File: src/rtl/core/elbp_pkg.sv
// elbp_pkg: shared types and constants for the escape and literal byte parser
// command word passed from the front to the back through the queue
// no dependencies
package elbp_pkg;

	localparam int MAX_EOL_BYTES = 4;
	localparam int FIFO_DEPTH    = 2;
	localparam int CFG_W         = 32;
	localparam int CFG_IDX_W     = 2;
	localparam int EOL_CNT_W     = 3;
	localparam int ACC_W         = 10;
	localparam int DIG_W         = 4;

	typedef enum logic [1:0] {
		MODE_TEXT = 2'd0,
		MODE_RAW  = 2'd1,
		MODE_HEX  = 2'd2,
		MODE_OFF  = 2'd3
	} mode_t;

	typedef enum logic [CFG_IDX_W-1:0] {
		REG_PARSE_MODE = 2'd0,
		REG_EOL_COUNT  = 2'd1,
		REG_EOL_WORD   = 2'd2
	} reg_idx_t;

	typedef enum logic [3:0] {
		PH_IDLE     = 4'd0,
		PH_BSL      = 4'd1,
		PH_XFIRST   = 4'd2,
		PH_XSECOND  = 4'd3,
		PH_OCT      = 4'd4,
		PH_DEC      = 4'd5,
		PH_ZERO     = 4'd6,
		PH_BINFIRST = 4'd7,
		PH_BIN      = 4'd8
	} phase_t;

	localparam logic [7:0] CH_SPACE = 8'd32;
	localparam logic [7:0] CH_BANG  = 8'd33;
	localparam logic [7:0] CH_TILDE = 8'd126;
	localparam logic [7:0] CH_BSL   = 8'h5C;
	localparam logic [7:0] CH_0     = 8'h30;
	localparam logic [7:0] CH_1     = 8'h31;
	localparam logic [7:0] CH_7     = 8'h37;
	localparam logic [7:0] CH_9     = 8'h39;
	localparam logic [7:0] CH_UA    = 8'h41;
	localparam logic [7:0] CH_UF    = 8'h46;
	localparam logic [7:0] CH_LA    = 8'h61;
	localparam logic [7:0] CH_LF    = 8'h66;
	localparam logic [7:0] CH_LB    = 8'h62;
	localparam logic [7:0] CH_UB    = 8'h42;
	localparam logic [7:0] CH_LE    = 8'h65;
	localparam logic [7:0] CH_LN    = 8'h6E;
	localparam logic [7:0] CH_LR    = 8'h72;
	localparam logic [7:0] CH_LT    = 8'h74;
	localparam logic [7:0] CH_LV    = 8'h76;
	localparam logic [7:0] CH_LX    = 8'h78;
	localparam logic [7:0] CH_UX    = 8'h58;

	localparam logic [7:0] ESC_BEL = 8'd7;
	localparam logic [7:0] ESC_BS  = 8'd8;
	localparam logic [7:0] ESC_ESC = 8'd27;
	localparam logic [7:0] ESC_FF  = 8'd12;
	localparam logic [7:0] ESC_LF  = 8'd10;
	localparam logic [7:0] ESC_CR  = 8'd13;
	localparam logic [7:0] ESC_TAB = 8'd9;
	localparam logic [7:0] ESC_VT  = 8'd11;

	localparam logic [ACC_W-1:0] BYTE_LIMIT = 10'd256;
	localparam logic [EOL_CNT_W-1:0] EOL_COUNT_RST = 3'd1;
	localparam logic [CFG_W-1:0] EOL_WORD_RST = 32'd10;

	// one accepted item's worth of output
	typedef struct packed {
		logic                 is_line;
		logic                 b0_v;
		logic                 b0_has;
		logic [7:0]           b0;
		logic                 b1_v;
		logic [7:0]           b1;
		logic [EOL_CNT_W-1:0] eol_n;
		logic [CFG_W-1:0]     eol_word;
	} cmd_t;

	typedef struct packed {
		logic             emit;
		logic [7:0]       data;
		phase_t           phase;
		logic [ACC_W-1:0] acc;
		logic [DIG_W-1:0] dig;
		logic             again;
	} step_t;

endpackage

File: src/rtl/core/escape_and_literal_byte_parser.sv
// escape_and_literal_byte_parser: top level of the text to byte parser
// front decode, command queue and result expansion; depends on elbp_pkg,
// elbp_front, elbp_fifo, elbp_back
//
// channel  | dir | handshake          | payload
// s_       | in  | s_tvalid/s_tready  | s_tdata[7:0] char_code, s_tlast line_end
// m_       | out | m_tvalid/m_tready  | m_tdata[7:0] data_byte, m_tuser[0] has_byte,
//          |     |                    | m_tlast line_done
// cfg_     | in  | cfg_we             | cfg_index, cfg_wdata
//
// a character is taken every cycle while the queue has room; results leave one per cycle
// while the output is not stalled, set by the single output register draining the queue
// a character gives up to two results, a line end up to 1 + MAX_EOL_BYTES
// reset clears mode to text, eol_count to 1, eol_word to 10 and the token state
// a stalled output holds its word while the front keeps taking input until the queue fills
module escape_and_literal_byte_parser #(
	parameter int MAX_EOL_BYTES = elbp_pkg::MAX_EOL_BYTES,
	parameter int FIFO_DEPTH    = elbp_pkg::FIFO_DEPTH
) (
	input  logic                            clk,
	input  logic                            arst_n,
	input  logic                            s_tvalid,
	output logic                            s_tready,
	input  logic [7:0]                      s_tdata,   // char_code
	input  logic                            s_tlast,
	output logic                            m_tvalid,
	input  logic                            m_tready,
	output logic [7:0]                      m_tdata,   // data_byte
	output logic [0:0]                      m_tuser,   // has_byte
	output logic                            m_tlast,
	input  logic                            cfg_we,
	input  logic [elbp_pkg::CFG_IDX_W-1:0]  cfg_index,
	input  logic [elbp_pkg::CFG_W-1:0]      cfg_wdata
);

	logic           push, pop, q_full, head_valid;
	elbp_pkg::cmd_t push_cmd, head;

	elbp_front #(
		.MAX_EOL_BYTES (MAX_EOL_BYTES)
	) u_front (
		.clk       (clk),
		.arst_n    (arst_n),
		.in_valid  (s_tvalid),
		.char_code (s_tdata),
		.line_end  (s_tlast),
		.in_ready  (s_tready),
		.cfg_we    (cfg_we),
		.cfg_index (cfg_index),
		.cfg_wdata (cfg_wdata),
		.q_full    (q_full),
		.push      (push),
		.push_cmd  (push_cmd)
	);

	elbp_fifo #(
		.DEPTH (FIFO_DEPTH)
	) u_fifo (
		.clk        (clk),
		.arst_n     (arst_n),
		.push       (push),
		.push_cmd   (push_cmd),
		.full       (q_full),
		.pop        (pop),
		.head       (head),
		.head_valid (head_valid)
	);

	elbp_back #(
		.MAX_EOL_BYTES (MAX_EOL_BYTES)
	) u_back (
		.clk        (clk),
		.arst_n     (arst_n),
		.head       (head),
		.head_valid (head_valid),
		.pop        (pop),
		.m_tvalid   (m_tvalid),
		.m_tready   (m_tready),
		.m_tdata    (m_tdata),
		.m_tuser    (m_tuser),
		.m_tlast    (m_tlast)
	);

endmodule

File: src/rtl/core/elbp_front.sv
// elbp_front: configuration registers, token state and character decode
// produces at most one command per item for the queue; depends on elbp_pkg
module elbp_front #(
	parameter int MAX_EOL_BYTES = elbp_pkg::MAX_EOL_BYTES
) (
	input  logic                                clk,
	input  logic                                arst_n,
	input  logic                                in_valid,
	input  logic [7:0]                          char_code,
	input  logic                                line_end,
	output logic                                in_ready,
	input  logic                                cfg_we,
	input  logic [elbp_pkg::CFG_IDX_W-1:0]      cfg_index,
	input  logic [elbp_pkg::CFG_W-1:0]          cfg_wdata,
	input  logic                                q_full,
	output logic                                push,
	output elbp_pkg::cmd_t                      push_cmd
);

	elbp_pkg::mode_t                     mode_q;
	logic [elbp_pkg::EOL_CNT_W-1:0]      eol_count_q;
	logic [elbp_pkg::CFG_W-1:0]          eol_word_q;
	elbp_pkg::phase_t                    phase_q;
	logic [elbp_pkg::ACC_W-1:0]          acc_q;
	logic [elbp_pkg::DIG_W-1:0]          dig_q;

	elbp_pkg::step_t                     st1, st2, st_nx;
	elbp_pkg::cmd_t                      cmd;
	logic                                accept;

	function automatic logic [4:0] hexval(logic [7:0] c);
		logic [4:0] h;
		h = 5'd0;
		if (c >= elbp_pkg::CH_0 && c <= elbp_pkg::CH_9)
			h = {1'b1, 4'(c - elbp_pkg::CH_0)};
		else if (c >= elbp_pkg::CH_UA && c <= elbp_pkg::CH_UF)
			h = {1'b1, 4'(c - elbp_pkg::CH_UA + 8'd10)};
		else if (c >= elbp_pkg::CH_LA && c <= elbp_pkg::CH_LF)
			h = {1'b1, 4'(c - elbp_pkg::CH_LA + 8'd10)};
		return h;
	endfunction

	function automatic elbp_pkg::step_t idle_step(elbp_pkg::mode_t mode, logic [7:0] c);
		elbp_pkg::step_t s;
		logic [4:0]      h;
		s = '{emit: 1'b0, data: 8'd0, phase: elbp_pkg::PH_IDLE, acc: '0, dig: '0,
			again: 1'b0};
		h = hexval(c);
		case (mode)
			elbp_pkg::MODE_TEXT: begin
				if (c >= elbp_pkg::CH_SPACE && c <= elbp_pkg::CH_TILDE) begin
					if (c == elbp_pkg::CH_BSL) s.phase = elbp_pkg::PH_BSL;
					else begin
						s.emit = 1'b1;
						s.data = c;
					end
				end
			end
			elbp_pkg::MODE_RAW: begin
				if (c >= elbp_pkg::CH_BANG && c <= elbp_pkg::CH_TILDE) begin
					if (c == elbp_pkg::CH_0) s.phase = elbp_pkg::PH_ZERO;
					else if (c >= elbp_pkg::CH_1 && c <= elbp_pkg::CH_9) begin
						s.phase = elbp_pkg::PH_DEC;
						s.acc   = 10'(c - elbp_pkg::CH_0);
						s.dig   = 4'd1;
					end else begin
						s.emit = 1'b1;
						s.data = c;
					end
				end
			end
			elbp_pkg::MODE_HEX: begin
				if (c >= elbp_pkg::CH_BANG && c <= elbp_pkg::CH_TILDE && h[4]) begin
					s.phase = elbp_pkg::PH_XSECOND;
					s.acc   = 10'(h[3:0]);
					s.dig   = 4'd1;
				end
			end
			default: ;
		endcase
		return s;
	endfunction

	function automatic elbp_pkg::step_t char_step(elbp_pkg::mode_t mode,
		elbp_pkg::phase_t ph, logic [elbp_pkg::ACC_W-1:0] acc,
		logic [elbp_pkg::DIG_W-1:0] dig, logic [7:0] c);
		elbp_pkg::step_t             s;
		logic [4:0]                  h;
		logic [7:0]                  d;
		logic [3:0]                  base;
		logic [3:0]                  limit;
		logic [elbp_pkg::ACC_W-1:0]  acc_mul;
		logic [elbp_pkg::ACC_W-1:0]  acc_n;
		logic [elbp_pkg::DIG_W-1:0]  dig_n;
		s = '{emit: 1'b0, data: 8'd0, phase: elbp_pkg::PH_IDLE, acc: '0, dig: '0,
			again: 1'b0};
		h = hexval(c);
		d = c - elbp_pkg::CH_0;
		case (ph)
			elbp_pkg::PH_OCT: begin
				base = 4'd8;
				limit = 4'd3;
				acc_mul = {acc[6:0], 3'b000};
			end
			elbp_pkg::PH_DEC: begin
				base = 4'd10;
				limit = 4'd3;
				acc_mul = 10'({acc[6:0], 3'b000} + {acc[8:0], 1'b0});
			end
			default: begin
				base = 4'd2;
				limit = 4'd8;
				acc_mul = {acc[8:0], 1'b0};
			end
		endcase
		acc_n = 10'(acc_mul + 10'(d));
		dig_n = 4'(dig + 4'd1);
		case (ph)
			elbp_pkg::PH_IDLE: s = idle_step(mode, c);
			elbp_pkg::PH_BSL: begin
				if (c >= elbp_pkg::CH_0 && c <= elbp_pkg::CH_7) begin
					s.phase = elbp_pkg::PH_OCT;
					s.acc   = 10'(d);
					s.dig   = 4'd1;
				end else begin
					s.emit = 1'b1;
					case (c)
						elbp_pkg::CH_LA: s.data = elbp_pkg::ESC_BEL;
						elbp_pkg::CH_LB: s.data = elbp_pkg::ESC_BS;
						elbp_pkg::CH_LE: s.data = elbp_pkg::ESC_ESC;
						elbp_pkg::CH_LF: s.data = elbp_pkg::ESC_FF;
						elbp_pkg::CH_LN: s.data = elbp_pkg::ESC_LF;
						elbp_pkg::CH_LR: s.data = elbp_pkg::ESC_CR;
						elbp_pkg::CH_LT: s.data = elbp_pkg::ESC_TAB;
						elbp_pkg::CH_LV: s.data = elbp_pkg::ESC_VT;
						elbp_pkg::CH_LX: begin
							s.emit  = 1'b0;
							s.phase = elbp_pkg::PH_XFIRST;
						end
						default: begin
							s.emit = (c >= elbp_pkg::CH_SPACE && c <= elbp_pkg::CH_TILDE);
							s.data = c;
						end
					endcase
				end
			end
			elbp_pkg::PH_XFIRST: begin
				if (h[4]) begin
					s.phase = elbp_pkg::PH_XSECOND;
					s.acc   = 10'(h[3:0]);
					s.dig   = 4'd1;
				end
			end
			elbp_pkg::PH_XSECOND: begin
				s.emit = 1'b1;
				if (h[4]) s.data = {acc[3:0], h[3:0]};
				else begin
					s.data  = acc[7:0];
					s.again = 1'b1;
				end
			end
			elbp_pkg::PH_OCT, elbp_pkg::PH_DEC, elbp_pkg::PH_BIN: begin
				if (c >= elbp_pkg::CH_0 && d < 8'(base)) begin
					if (dig_n >= limit) begin
						s.emit = (acc_n < elbp_pkg::BYTE_LIMIT);
						s.data = acc_n[7:0];
					end else begin
						s.phase = ph;
						s.acc   = acc_n;
						s.dig   = dig_n;
					end
				end else begin
					s.emit  = (acc < elbp_pkg::BYTE_LIMIT);
					s.data  = acc[7:0];
					s.again = 1'b1;
				end
			end
			elbp_pkg::PH_ZERO: begin
				if (c == elbp_pkg::CH_LX || c == elbp_pkg::CH_UX)
					s.phase = elbp_pkg::PH_XFIRST;
				else if (c == elbp_pkg::CH_LB || c == elbp_pkg::CH_UB)
					s.phase = elbp_pkg::PH_BINFIRST;
				else if (c >= elbp_pkg::CH_0 && c <= elbp_pkg::CH_7) begin
					s.phase = elbp_pkg::PH_OCT;
					s.acc   = 10'(d);
					s.dig   = 4'd1;
				end else begin
					s.emit  = 1'b1;
					s.data  = 8'd0;
					s.again = 1'b1;
				end
			end
			elbp_pkg::PH_BINFIRST: begin
				if (c == elbp_pkg::CH_0 || c == elbp_pkg::CH_1) begin
					s.phase = elbp_pkg::PH_BIN;
					s.acc   = 10'(d);
					s.dig   = 4'd1;
				end
			end
			default: s.again = 1'b1;
		endcase
		return s;
	endfunction

	always_comb begin
		st1 = char_step(mode_q, phase_q, acc_q, dig_q, char_code);
		st2 = idle_step(mode_q, char_code);
		st_nx = st1.again ? st2 : st1;

		cmd = '0;
		cmd.eol_word = eol_word_q;
		if (line_end) begin
			cmd.is_line = 1'b1;
			cmd.b0_has  = 1'b1;
			case (phase_q)
				elbp_pkg::PH_XSECOND, elbp_pkg::PH_OCT, elbp_pkg::PH_DEC,
				elbp_pkg::PH_BIN: begin
					cmd.b0_v = (acc_q < elbp_pkg::BYTE_LIMIT);
					cmd.b0   = acc_q[7:0];
				end
				elbp_pkg::PH_ZERO: cmd.b0_v = 1'b1;
				default: ;
			endcase
			if (mode_q == elbp_pkg::MODE_TEXT) begin
				if (int'(eol_count_q) > MAX_EOL_BYTES)
					cmd.eol_n = elbp_pkg::EOL_CNT_W'(MAX_EOL_BYTES);
				else
					cmd.eol_n = eol_count_q;
			end
			// bare marker when the line yields nothing
			if (!cmd.b0_v && cmd.eol_n == '0) begin
				cmd.b0_v   = 1'b1;
				cmd.b0_has = 1'b0;
				cmd.b0     = 8'd0;
			end
		end else begin
			cmd.b0_has = 1'b1;
			cmd.b0_v   = st1.emit;
			cmd.b0     = st1.data;
			cmd.b1_v   = st1.again && st2.emit;
			cmd.b1     = st2.data;
		end
	end

	assign in_ready = !q_full;
	assign accept   = in_valid && in_ready;
	assign push     = accept && (cmd.is_line || cmd.b0_v || cmd.b1_v);
	assign push_cmd = cmd;

	always_ff @(posedge clk or negedge arst_n) begin
		if (!arst_n) begin
			mode_q      <= elbp_pkg::MODE_TEXT;
			eol_count_q <= elbp_pkg::EOL_COUNT_RST;
			eol_word_q  <= elbp_pkg::EOL_WORD_RST;
			phase_q     <= elbp_pkg::PH_IDLE;
			acc_q       <= '0;
			dig_q       <= '0;
		end else if (cfg_we) begin
			case (elbp_pkg::reg_idx_t'(cfg_index))
				elbp_pkg::REG_PARSE_MODE: begin
					mode_q  <= elbp_pkg::mode_t'(cfg_wdata[1:0]);
					phase_q <= elbp_pkg::PH_IDLE;
					acc_q   <= '0;
					dig_q   <= '0;
				end
				elbp_pkg::REG_EOL_COUNT: eol_count_q <= cfg_wdata[elbp_pkg::EOL_CNT_W-1:0];
				elbp_pkg::REG_EOL_WORD:  eol_word_q <= cfg_wdata;
				default: ;
			endcase
		end else if (accept) begin
			if (line_end) begin
				phase_q <= elbp_pkg::PH_IDLE;
				acc_q   <= '0;
				dig_q   <= '0;
			end else begin
				phase_q <= st_nx.phase;
				acc_q   <= st_nx.acc;
				dig_q   <= st_nx.dig;
			end
		end
	end

endmodule

File: src/rtl/core/elbp_fifo.sv
// elbp_fifo: short command queue between the front and the back
// depends on elbp_pkg for the command word
module elbp_fifo #(
	parameter int DEPTH = elbp_pkg::FIFO_DEPTH
) (
	input  logic           clk,
	input  logic           arst_n,
	input  logic           push,
	input  elbp_pkg::cmd_t push_cmd,
	output logic           full,
	input  logic           pop,
	output elbp_pkg::cmd_t head,
	output logic           head_valid
);

	localparam int PTR_W = (DEPTH > 1) ? $clog2(DEPTH) : 1;
	localparam int CNT_W = $clog2(DEPTH + 1);

	elbp_pkg::cmd_t     mem_q [DEPTH];
	logic [PTR_W-1:0]   wr_ptr_q, rd_ptr_q;
	logic [CNT_W-1:0]   count_q;

	assign full       = (count_q == CNT_W'(DEPTH));
	assign head_valid = (count_q != '0);
	assign head       = mem_q[rd_ptr_q];

	always_ff @(posedge clk) begin
		if (push) mem_q[wr_ptr_q] <= push_cmd;
	end

	always_ff @(posedge clk or negedge arst_n) begin
		if (!arst_n) begin
			wr_ptr_q <= '0;
			rd_ptr_q <= '0;
			count_q  <= '0;
		end else begin
			if (push)
				wr_ptr_q <= (wr_ptr_q == PTR_W'(DEPTH - 1)) ? '0 : PTR_W'(wr_ptr_q + 1'b1);
			if (pop)
				rd_ptr_q <= (rd_ptr_q == PTR_W'(DEPTH - 1)) ? '0 : PTR_W'(rd_ptr_q + 1'b1);
			if (push && !pop) count_q <= CNT_W'(count_q + 1'b1);
			else if (pop && !push) count_q <= CNT_W'(count_q - 1'b1);
		end
	end

endmodule

File: src/rtl/core/elbp_back.sv
// elbp_back: expands queued commands into result words, one per cycle while not stalled
// output register toward the master side; depends on elbp_pkg
module elbp_back #(
	parameter int MAX_EOL_BYTES = elbp_pkg::MAX_EOL_BYTES
) (
	input  logic           clk,
	input  logic           arst_n,
	input  elbp_pkg::cmd_t head,
	input  logic           head_valid,
	output logic           pop,
	output logic           m_tvalid,
	input  logic           m_tready,
	output logic [7:0]     m_tdata,
	output logic [0:0]     m_tuser,
	output logic           m_tlast
);

	localparam int NSLOT = 2 + MAX_EOL_BYTES;
	localparam int IDX_W = $clog2(NSLOT);
	localparam int EXT_W = 8 * ((MAX_EOL_BYTES > 4) ? MAX_EOL_BYTES : 4);

	logic [IDX_W-1:0]  idx_q;
	logic [IDX_W-1:0]  sel;
	logic              found, more;
	logic [NSLOT-1:0]  slot_v;
	logic [7:0]        slot_b [NSLOT];
	logic [EXT_W-1:0]  eol_ext;
	logic              issue;
	logic              has_b;

	always_comb begin
		eol_ext = EXT_W'(head.eol_word);
		slot_v[0] = head.b0_v;
		slot_b[0] = head.b0;
		slot_v[1] = head.b1_v;
		slot_b[1] = head.b1;
		for (int k = 0; k < MAX_EOL_BYTES; k++) begin
			slot_v[2+k] = (k < int'(head.eol_n));
			slot_b[2+k] = eol_ext[8*k +: 8];
		end
		found = 1'b0;
		more  = 1'b0;
		sel   = '0;
		for (int k = 0; k < NSLOT; k++) begin
			if (slot_v[k] && IDX_W'(k) >= idx_q) begin
				if (!found) begin
					found = 1'b1;
					sel   = IDX_W'(k);
				end else more = 1'b1;
			end
		end
		has_b = (sel == '0) ? head.b0_has : 1'b1;
	end

	assign issue = head_valid && found && (!m_tvalid || m_tready);
	assign pop   = issue && !more;

	always_ff @(posedge clk or negedge arst_n) begin
		if (!arst_n) begin
			m_tvalid <= 1'b0;
			idx_q    <= '0;
		end else begin
			if (issue) m_tvalid <= 1'b1;
			else if (m_tready) m_tvalid <= 1'b0;
			if (issue) idx_q <= more ? IDX_W'(sel + 1'b1) : '0;
		end
	end

	always_ff @(posedge clk) begin
		if (issue) begin
			m_tdata    <= slot_b[sel];
			m_tuser[0] <= has_b;
			m_tlast    <= head.is_line && !more;
		end
	end

	a_cmd_not_empty: assert property (@(posedge clk) disable iff (!arst_n)
		head_valid |-> found)
		else $error("queued command has no result left");

	a_mid_cmd_head: assert property (@(posedge clk) disable iff (!arst_n)
		idx_q != '0 |-> head_valid)
		else $error("command expansion lost its head");

	a_marker_ends_line: assert property (@(posedge clk) disable iff (!arst_n)
		m_tvalid && !m_tuser[0] |-> m_tlast && m_tdata == 8'd0)
		else $error("bare marker not closing a line");

endmodule

File: config.mk
export PLATFORM = sky130hd
export DESIGN_NAME = escape_and_literal_byte_parser
export DESIGN_NICKNAME = d
export VERILOG_FILES = /design/src/rtl/core/elbp_pkg.sv /design/src/rtl/core/escape_and_literal_byte_parser.sv /design/src/rtl/core/elbp_front.sv /design/src/rtl/core/elbp_fifo.sv /design/src/rtl/core/elbp_back.sv
export SDC_FILE = /design/constraint.sdc
export NUM_CORES = 1
export LEC_CHECK = 0
export BUFFER_PORTS_ARGS = -buffer_cell sky130_fd_sc_hd__buf_2
export CAP_MARGIN = 20
export CORE_ASPECT_RATIO = 0.9
export CORE_MARGIN = 2
export CORE_UTILIZATION = 50
export DETAILED_ROUTE_END_ITERATION = 10
export GPL_TIMING_DRIVEN = 0
export PLACE_DENSITY_LB_ADDON = 0.08
export SLEW_MARGIN = 15
export SYNTH_ARGS = -nofsm -noshare
export SYNTH_HDL_FRONTEND = slang
export SYNTH_SLANG_ARGS = --single-unit
File: constraint.sdc
create_clock -name clk -period 14 [get_ports clk]
set_input_delay 2.8 -clock clk [delete_from_list [all_inputs] [get_ports clk]]
set_output_delay 2.8 -clock clk [all_outputs]
set_load 0.05 [all_outputs]
==> flow_metrics.py <==
metrics = {
    "cts": {
        "clockBufferDepth": 2,
        "cts_hold_buf": 0,
        "cts_tree": "done",
        "cts_buffers": 17,
        "post-cts-setup-buffers": 0,
        "clkTransAtPathRegs_ps": 80,
        "cts_sinks": 183,
        "htree_levels": 4,
        "cts_resized": 0,
        "clk_latency_ps": 440,
        "clockRootBuffer": "clkbuf_16",
    },
    "yosys": {
        "yosysTopAreaCell": "edfxtp_1",
        "syn_inst": 795,
        "synthArstFlopShare_pct": 34.4,
        "syn_area_per_cell_um2": 12.6,
        "synth-edff-count": 120,
        "yosysSeqAreaShare_pct": 51.9,
        "synth_area_um2": 9980,
        "synth_cell_types": 93,
        "ys.flop_type": "edfxtp_1",
        "yosys-top-cells-area": "edfxtp_1, dfrtp_1, mux2_2",
        "ys_ff_latch": 183,
        "yosysTopAreaCellShare_pct": 36.1,
        "ys.warnings.count": 0,
    },
    "setup_path": {
        "rrSetupSlack_ps": 7500,
        "crit_type": "input pin to register",
        "worstPathRequired_ps": 14150,
        "r2r_start": "u_front.phase_q[1]",
        "endpoint_kind": "register",
        "worstPathArrival_ps": 7440,
        "crit_path_start_kind": "input pin",
        "r2r_cells": 15,
        "cp_max_fo": 14,
        "cp-startpoint": "s_tdata[5]",
        "rr_endpoint": "u_fifo.mem_q[1][6]",
    },
    "worst_hold_path": {
        "hold_end": "u_fifo.mem_q[0][23]",
        "holdPathStages": 0,
        "hold_path_class": "register to register",
        "worstHoldStart": "u_front.eol_word_q[23]",
    },
    "detailed_routing": {
        "wire_per_inst_um": 23.8,
        "firstDrtPassIters": 5,
        "num_vias": 7297,
        "first_iter_violations": 634,
        "via_per_inst": 6.36,
        "route.detailed.drc": 0,
        "wirelength_mm": 27.3,
        "antenna_left": 0,
    },
    "timing": {
        "tns_ps": 0,
        "hold_viol_final": 0,
        "report.final.slew_viol_count": 0,
        "period_minus_slack_ps": 7290,
        "hold_ws_ps": 470,
        "relSlewSlack_pct": 22.6,
        "fin_crit_sh_pct": 52.1,
        "rsz0062_at_grt": "no",
        "setup_ws_ps": 6710,
        "max_freq_mhz": 137,
        "max_slew.worst_pin.slew_ps": 1150,
        "setup_viol": 0,
        "fin_skew_ps": 17.1,
    },
    "floorplanning": {
        "die_area_um2": 21100,
        "fp.dieH_um": 138,
        "start_util_pct": 50.4,
        "fp-row-count": 49,
        "die_w_um": 153,
        "io_pins": 60,
        "fp.coreArea_um2": 19800,
    },
    "pwr": {
        "powerDensity_nw_per_um2": 163,
        "irDropWorstVdd_uv": 79.4,
        "finalPower_w": 0.00185,
        "p_leak_nw": 4.34,
    },
    "global_routing": {
        "overflow": 0,
        "grt_pass1_vias": 7354,
        "grt.total_usage_pct": 26.5,
        "grt_max_degree": 53,
        "grt_pass1_wl_mm": 42.7,
        "antenna_found_initial": 0,
    },
    "job": {
        "max_cap_viol_count": 0,
    },
    "layout": {
        "diodes": 0,
        "multi_input_area_um2": 4590,
        "area_growth_pct": 14.2,
        "drive_gt1_share_pct": 24.0,
        "num-fill-cells": 1649,
        "regArea_um2": 5180,
        "postLayoutCellArea_um2": 11400,
        "finalNetCount": 966,
    },
    "outcome": {
        "outcome": "finished, final reports clean",
    },
    "placement": {
        "io_buffers": 56,
        "dpl-instance-area_um2": 10800,
        "dp_hpwl_mm": 20.7,
        "place_ws_ps": 6380,
        "gp_congestion": 1.03,
    },
}
-- registers in the layout (all words and copies together), names as in the netlist, 3 cells and up --
signal / cells
u_back.idx_q: 3
u_front.acc_q: 10
u_front.eol_count_q: 3
u_front.dig_q: 4
u_front.eol_word_q: 32
u_back.m_tdata: 8
u_fifo.mem_q: 110
u_front.phase_q: 4
-- stage by stage --
step	instances	utilization, %
global route	1148	57.6
finish	1148	57.6
detailed placement	1116	54.4
global placement	1107	53.4
CTS	1148	57.6
floorplan	796	-
-- worst max-delay path, cell delays in order --
cell and delay [ps]:
buf_2 240, ha_1 220, clkbuf_1 490, xnor2_1 220, ha_1 380, o21ai_0 130
nor2_1 160, o22ai_1 160, nor2_1 110, nor4b_1 830, nor3_2 250, a211oi_4 650
buf_8 250, buf_8 170, buf_8 170, buf_6 180
-- cell usage after synthesis, types with 5 or more instances --
master and n:
edfxtp_1 120, dfrtp_1 60, mux2_2 52, nand2_1 52
nor2_1 39, o21ai_0 39, ha_1 36, mux4_2 24
clkbuf_1 23, inv_1 22, a21oi_1 20, a211oi_1 15
nor3_1 15, mux2i_1 13, nand2b_1 12, a22o_1 11
nand3_1 11, xnor2_1 11, a21o_1 9, and2_1 8
and3_1 8, nand3b_1 8, o22ai_1 8, a22oi_1 7
buf_2 7, o31ai_1 7, xor2_1 7, buf_1 6
o2bb2ai_1 6, a221oi_1 5, nor4b_1 5, o21bai_1 5
o41ai_1 5, or3_1 5
-- cells in the final DEF, fill, tap and decap left out, drive strengths merged, types with 12 or more instances in the layout --
master	n
edfxtp	120
buf	79
dfrtp	60
mux2	53
nand2	52
o21ai	40
clkbuf	40
nor2	39
ha	36
inv	26
mux4	24
a21oi	21
nor3	18
a211oi	17
mux2i	13
nand2b	12
clkinv	12
-- worst max path at each step --
stage / endpoint / cells after the start
2_1_floorplan: u_fifo.mem_q[0][0] / 11
3_3_place_gp: u_fifo.mem_q[0][28] / 12
3_5_place_dp: u_fifo.mem_q[1][28] / 16
4_1_cts: u_fifo.mem_q[1][14] / 16
5_1_grt: u_fifo.mem_q[1][40] / 16
6_report: u_fifo.mem_q[1][6] / 16
-- metal layers --
layer  wire length [um]  share of wire [%]  global-route usage, %  vias to the layer above
met5                  0                  0                      0                        -
met4                388                1.4                   6.97                        0
met3               2220                8.1                   7.24                       36
met2              12100                 44                   39.9                      293
met1              12600                 46                   38.5                     3670
li1                   -                  -                      -                     3298
-- report_power, final --
group,internal (W),switching (W)
Sequential,0.000713,0.0000507
Clock,0.000245,0.000242
Combinational,0.000252,0.000352
-- final cells by class --
| type | count | area share, % |
|---|---|---|
| Multi-Input combinational cell | 552 | 40.3 |
| Clock buffer | 17 | 3.73 |
| Sequential cell | 183 | 45.5 |
| Timing Repair Buffer | 65 | 3.82 |
| Buffer | 37 | 1.33 |
| Clock inverter | 15 | 1.78 |
| Inverter | 24 | 0.790 |
| Tap cell | 255 | 2.80 |
-- logic make-up after synthesis --
family / count (synthesis) / share of synthesized area, %
buf+inv: 61 / 2.42
simple gates: 213 / 12.3
other cells: 1 / 0.0376
xor+xnor: 18 / 1.58
mux: 90 / 12.7
compound gates: 191 / 14.1
flops: 183 / 51.9
fa+ha+maj: 38 / 4.91
No activity file was read; power rests on OpenSTA's default activity.
